## src/rtl/bfdw_sqrt.sv

```systemverilog
// Bit-serial integer square root, two radicand bits per cycle.
// Depends on nothing; used by the waveguide top level for gain roots.
`timescale 1ns / 1ps
module bfdw_sqrt
(
    input  logic        clk,
    input  logic        rst_n,
    input  logic        start,
    input  logic [61:0] radicand,
    output logic        done,
    output logic [30:0] root
);
    logic [61:0] rad_reg, rad_next;
    logic [32:0] rem_reg, rem_next;
    logic [30:0] root_reg, root_next;
    logic [4:0]  cnt_reg, cnt_next;
    logic        busy_reg, busy_next;
    logic [32:0] trial;
    logic [32:0] shifted;

    always_comb
    begin
        rad_next  = rad_reg;
        rem_next  = rem_reg;
        root_next = root_reg;
        cnt_next  = cnt_reg;
        busy_next = busy_reg;
        shifted   = {rem_reg[30:0], rad_reg[61:60]};
        trial     = {root_reg, 2'b01};
        done      = 1'b0;
        if (start)
        begin
            rad_next  = radicand;
            rem_next  = '0;
            root_next = '0;
            cnt_next  = 5'd0;
            busy_next = 1'b1;
        end
        else if (busy_reg)
        begin
            rad_next = {rad_reg[59:0], 2'b00};
            if (shifted >= trial)
            begin
                rem_next  = shifted - trial;
                root_next = {root_reg[29:0], 1'b1};
            end
            else
            begin
                rem_next  = shifted;
                root_next = {root_reg[29:0], 1'b0};
            end
            cnt_next = cnt_reg + 5'd1;
            if (cnt_reg == 5'd30)
            begin
                busy_next = 1'b0;
                done      = 1'b1;
            end
        end
    end

    always_ff @(posedge clk or negedge rst_n)
    begin
        if (!rst_n)
        begin
            busy_reg <= 1'b0;
            cnt_reg  <= '0;
        end
        else
        begin
            busy_reg <= busy_next;
            cnt_reg  <= cnt_next;
        end
    end

    always_ff @(posedge clk)
    begin
        rad_reg  <= rad_next;
        rem_reg  <= rem_next;
        root_reg <= root_next;
    end

    assign root = root_next;

    a_done_idle: assert property (@(posedge clk) disable iff (!rst_n)
        done |=> !busy_reg) else $error("sqrt busy after done");
    a_start_busy: assert property (@(posedge clk) disable iff (!rst_n)
        start |=> busy_reg) else $error("sqrt did not start");
    a_cnt_zero: assert property (@(posedge clk) disable iff (!rst_n)
        start |=> cnt_reg == 5'd0) else $error("sqrt count not cleared");
endmodule

```

## config.mk

```make
export PLATFORM = sky130hd
export DESIGN_NAME = bfdw_sqrt
export DESIGN_NICKNAME = d
export VERILOG_FILES = /design/src/rtl/bfdw_sqrt.sv
export SDC_FILE = /design/constraint.sdc
export NUM_CORES = 1
export LEC_CHECK = 0
export BUFFER_PORTS_ARGS = -buffer_cell sky130_fd_sc_hd__buf_2
export CAP_MARGIN = 20
export CORE_MARGIN = 5
export CORE_UTILIZATION = 57
export DETAILED_ROUTE_END_ITERATION = 6
export PLACE_DENSITY = 0.79
export SLEW_MARGIN = 10
export SYNTH_ARGS = -nofsm -noshare
export SYNTH_HDL_FRONTEND = slang
export SYNTH_SLANG_ARGS = --single-unit
```

## constraint.sdc

```tcl
create_clock -name clk -period 3.4 [get_ports clk]
set_input_delay 0.51 -clock clk [delete_from_list [all_inputs] [get_ports clk]]
set_output_delay 0.51 -clock clk [all_outputs]
set_load 0.02 [all_outputs]
```

==> results.sh <==
export IMPL_slowest_delay_ps=440
export IMPL_grt_pass1_vias=5645
export IMPL_syn_cell_area_um2=7146
export IMPL_grt_pass1_wl_um=26770
export IMPL_synth_edf_count=62
export IMPL_vias_per_cell=5.670
export IMPL_gp_congestion=0.9079
export IMPL_vias=5579
export IMPL_grt_ovfl_total=0
export IMPL_placed_cell_area_um2=7757
export IMPL_maxSlewViolCount=0
export IMPL_core_rowCount=41
export IMPL_drive_gt1_share_pct=28.82
export IMPL_yosys_warnings=0
export IMPL_wl_met1_um=6782
export IMPL_hold_slack_ps=378.5
export IMPL_die_area_um2=14880
export IMPL_drtIter0Drc=349
export IMPL_internal_power_mw=4.463
export IMPL_clockBufferDepth=2
export IMPL_power_frac_seq_pct=28.2
export IMPL_hold_depth=2
export IMPL_setup_viol=0
export IMPL_cp_num_cells=11
export IMPL_synth_seq_cells=130
export IMPL_clock_skew_ps=8.576
export IMPL_cts_tree="yes"
export IMPL_critPathKind="reg -> out"
export IMPL_switching_power_mw=2.746
export IMPL_async_reset_ff_share_pct=4.615
export IMPL_mostFrequentLayoutCells="buf_2, nor2_1, nand2_1"
export IMPL_critical_path_cell_chain="inv_1, ha_4, and4_4, nand3_2, nand4b_1, o41a_1, o211a_4, nand2_2, nand2_2, o21ai_2, buf_6"
export IMPL_end_kind="primary output"
export IMPL_drt_total_wl_um=16210
export IMPL_worst_slack_ps=179.3
export IMPL_firstDrtPassIters=4
export IMPL_synth_nets=810
export IMPL_fin_area_um2=8512
export IMPL_layout_min_cycle_time_ps=3221
export IMPL_crit_family="compound AO/OA/AOI/OAI gates"
export IMPL_num_antenna_cells=0
export IMPL_nFillCells=969
export IMPL_place_worst_setup_slack_ps=275.5
export IMPL_cts_root_buf="clkbuf_16"
export IMPL_pwr_share_clk_pct=24.8
export IMPL_die_width_um=122.0
export IMPL_cp_max_fo=9
export IMPL_clk_latency_ps=420
export IMPL_synthFlopType="edfxtp_1"
export IMPL_relSlewSlack_pct=49.28
export IMPL_clock_fmax_mhz=310.5
export IMPL_hold_class="in -> reg"
export IMPL_path_buf_inv=2
export IMPL_crit_top_cell="nand2_2"
export IMPL_layout_nets=899
export IMPL_io_pin_count=97
export IMPL_hpwl_um=11290
export IMPL_grt_max_degree=63
export IMPL_numPortBuffers=96
export IMPL_post_drt_wl_per_cell_um=16.47
export IMPL_dr_wl_met3_um=1312
export IMPL_swShare_pct=38.09
export IMPL_status="finished clean"
export IMPL_start_util_pct=57.32
export IMPL_critPathSlowestCell="o41a_1"
export IMPL_cp_required_ps=2890
export IMPL_drv_cap=0
export IMPL_r2r_cells=10
export IMPL_area_delta_synth_final_pct=19.12
export IMPL_setup_worst_path_start_class="flip-flop"
export IMPL_critical_path_arrival_ps=2710
export IMPL_finalCritPeriodShare_pct=94.73
export IMPL_largest_reg_flops=62
export IMPL_path_clk_slew_ps=60
export IMPL_vdd_ir_drop_max_v=0.0005008
export IMPL_track_usage_pct=22.49
export IMPL_tightest_slew_ps=760.8
export IMPL_hold_violations=0
export IMPL_clkSinkCount=130
export IMPL_core_um2=12470
export IMPL_syn_area_per_cell_um2=10.06
export IMPL_power_density_nw_per_um2=847.0
export IMPL_syn_inst=710
export IMPL_layout_commonest_cell="buf_2"
export IMPL_combinationalPowerShare_pct=47.0
export IMPL_htreeDepth=4
export IMPL_rsz0062_at_grt="false"
export IMPL_die_h_um=122.0
export IMPL_leakage_nw=3.747
export IMPL_top_layer_used="met4"
export IMPL_drc=0
export IMPL_seq_area_frac_synth_pct=45.53
export IMPL_tns_ps=0
export IMPL_postRouteAntennaNets=0
export IMPL_synth_distinct_cells=61
export IMPL_antenna_found_initial=0
export IMPL_wl_met2_um=7874
export IMPL_cts_made_buffers=17
cell families after synthesis:
family | share of synthesized area (%)
AO/OA/AOI/OAI | 13.97
XOR/XNOR | 3.554
adder cells (fa/ha/maj) | 6.129
buffers and inverters | 4.920
flip-flops | 45.53
multiplexers | 13.94
AND/OR/NAND/NOR | 11.96
final timing paths:
| kind | from | end | slack [ps] |
|---|---|---|---|
| worst min-delay path | radicand[1] | rad_reg[1]$_SDFFCE_PN0P_ | 380 |
| worst max-delay path | root_reg[18]$_DFF_P_ | root[0] | 180 |
| min in group asynchronous | rst_n | cnt_reg[2]$_DFFE_PN0P_ | 440 |
| worst max register to register | root_reg[10]$_DFF_P_ | rem_reg[24]$_SDFFE_PP0P_ | 370 |
| max in group asynchronous | rst_n | busy_reg$_DFF_PN0_ | 2810 |
| worst min register to register | rem_reg[30]$_SDFFE_PP0P_ | rem_reg[30]$_SDFFE_PP0P_ | 480 |
routing by layer:
layer,vias to the layer above,track usage (%)
met1,2648,27.17
met3,23,8.357
met4,0,6.373
met5,-,0
li1,2734,-
met2,174,37.78
layout make-up:
cell class,instances,area [um^2],share of cell area (%)
Clock buffer,17,425.4,4.998
Clock inverter,15,155.1,1.823
Inverter,49,187.7,2.205
Multi-Input combinational cell,494,3684,43.28
Sequential cell,130,3258,38.28
Tap cell,172,215.2,2.528
Timing Repair Buffer,107,586.8,6.894
through the flow:
step,std cells,power [mW],util (%)
after floorplan,710,4.545,-
after global placement,949,5.091,62.23
after detailed placement,949,5.148,62.23
after CTS,982,7.081,67.62
after global routing,984,7.677,68.28
final,984,7.209,68.28
synth_stat cells, types with 5 or more instances:
master	instances	share of area (%)
dfxtp_1	62	17
o21ai_0	27	1.9
clkbuf_1	21	1.1
ha_1	35	6.1
mux2_2	60	9.5
xor2_1	13	1.6
a31oi_1	6	0.53
nand3_1	14	0.98
a21o_1	16	1.7
a211oi_1	6	0.63
nand4_1	7	0.61
buf_2	10	0.70
a311oi_1	18	2.2
mux2i_1	32	4.5
nor2_1	75	3.9
dfrtp_1	6	2.1
a21oi_1	30	2.1
or3_1	5	0.44
edfxtp_1	62	26
nand2_1	67	3.5
xnor2_1	16	2.0
inv_1	49	2.6
what timing repair did:
item / 4_1_cts / 5_1_grt
gates resized for setup: 14 / 21
hold endpoints to repair: 6 / 0
endpoints found under the setup margin: 1 / 1
pin swaps: 0 / 2
buffers inserted: 0 / 2
hold buffers: 1 / 0
power by group through the flow:
stage | Clock, mW | Combinational [mW] | Sequential [mW]
floorplan | 0 | 2.55 | 2.00
global placement | 0 | 3.05 | 2.04
detailed placement | 0 | 3.10 | 2.05
CTS | 1.81 | 3.24 | 2.03
global route | 1.90 | 3.72 | 2.06
finish | 1.79 | 3.39 | 2.03
Note: power is estimated with default switching activity, not from simulation.
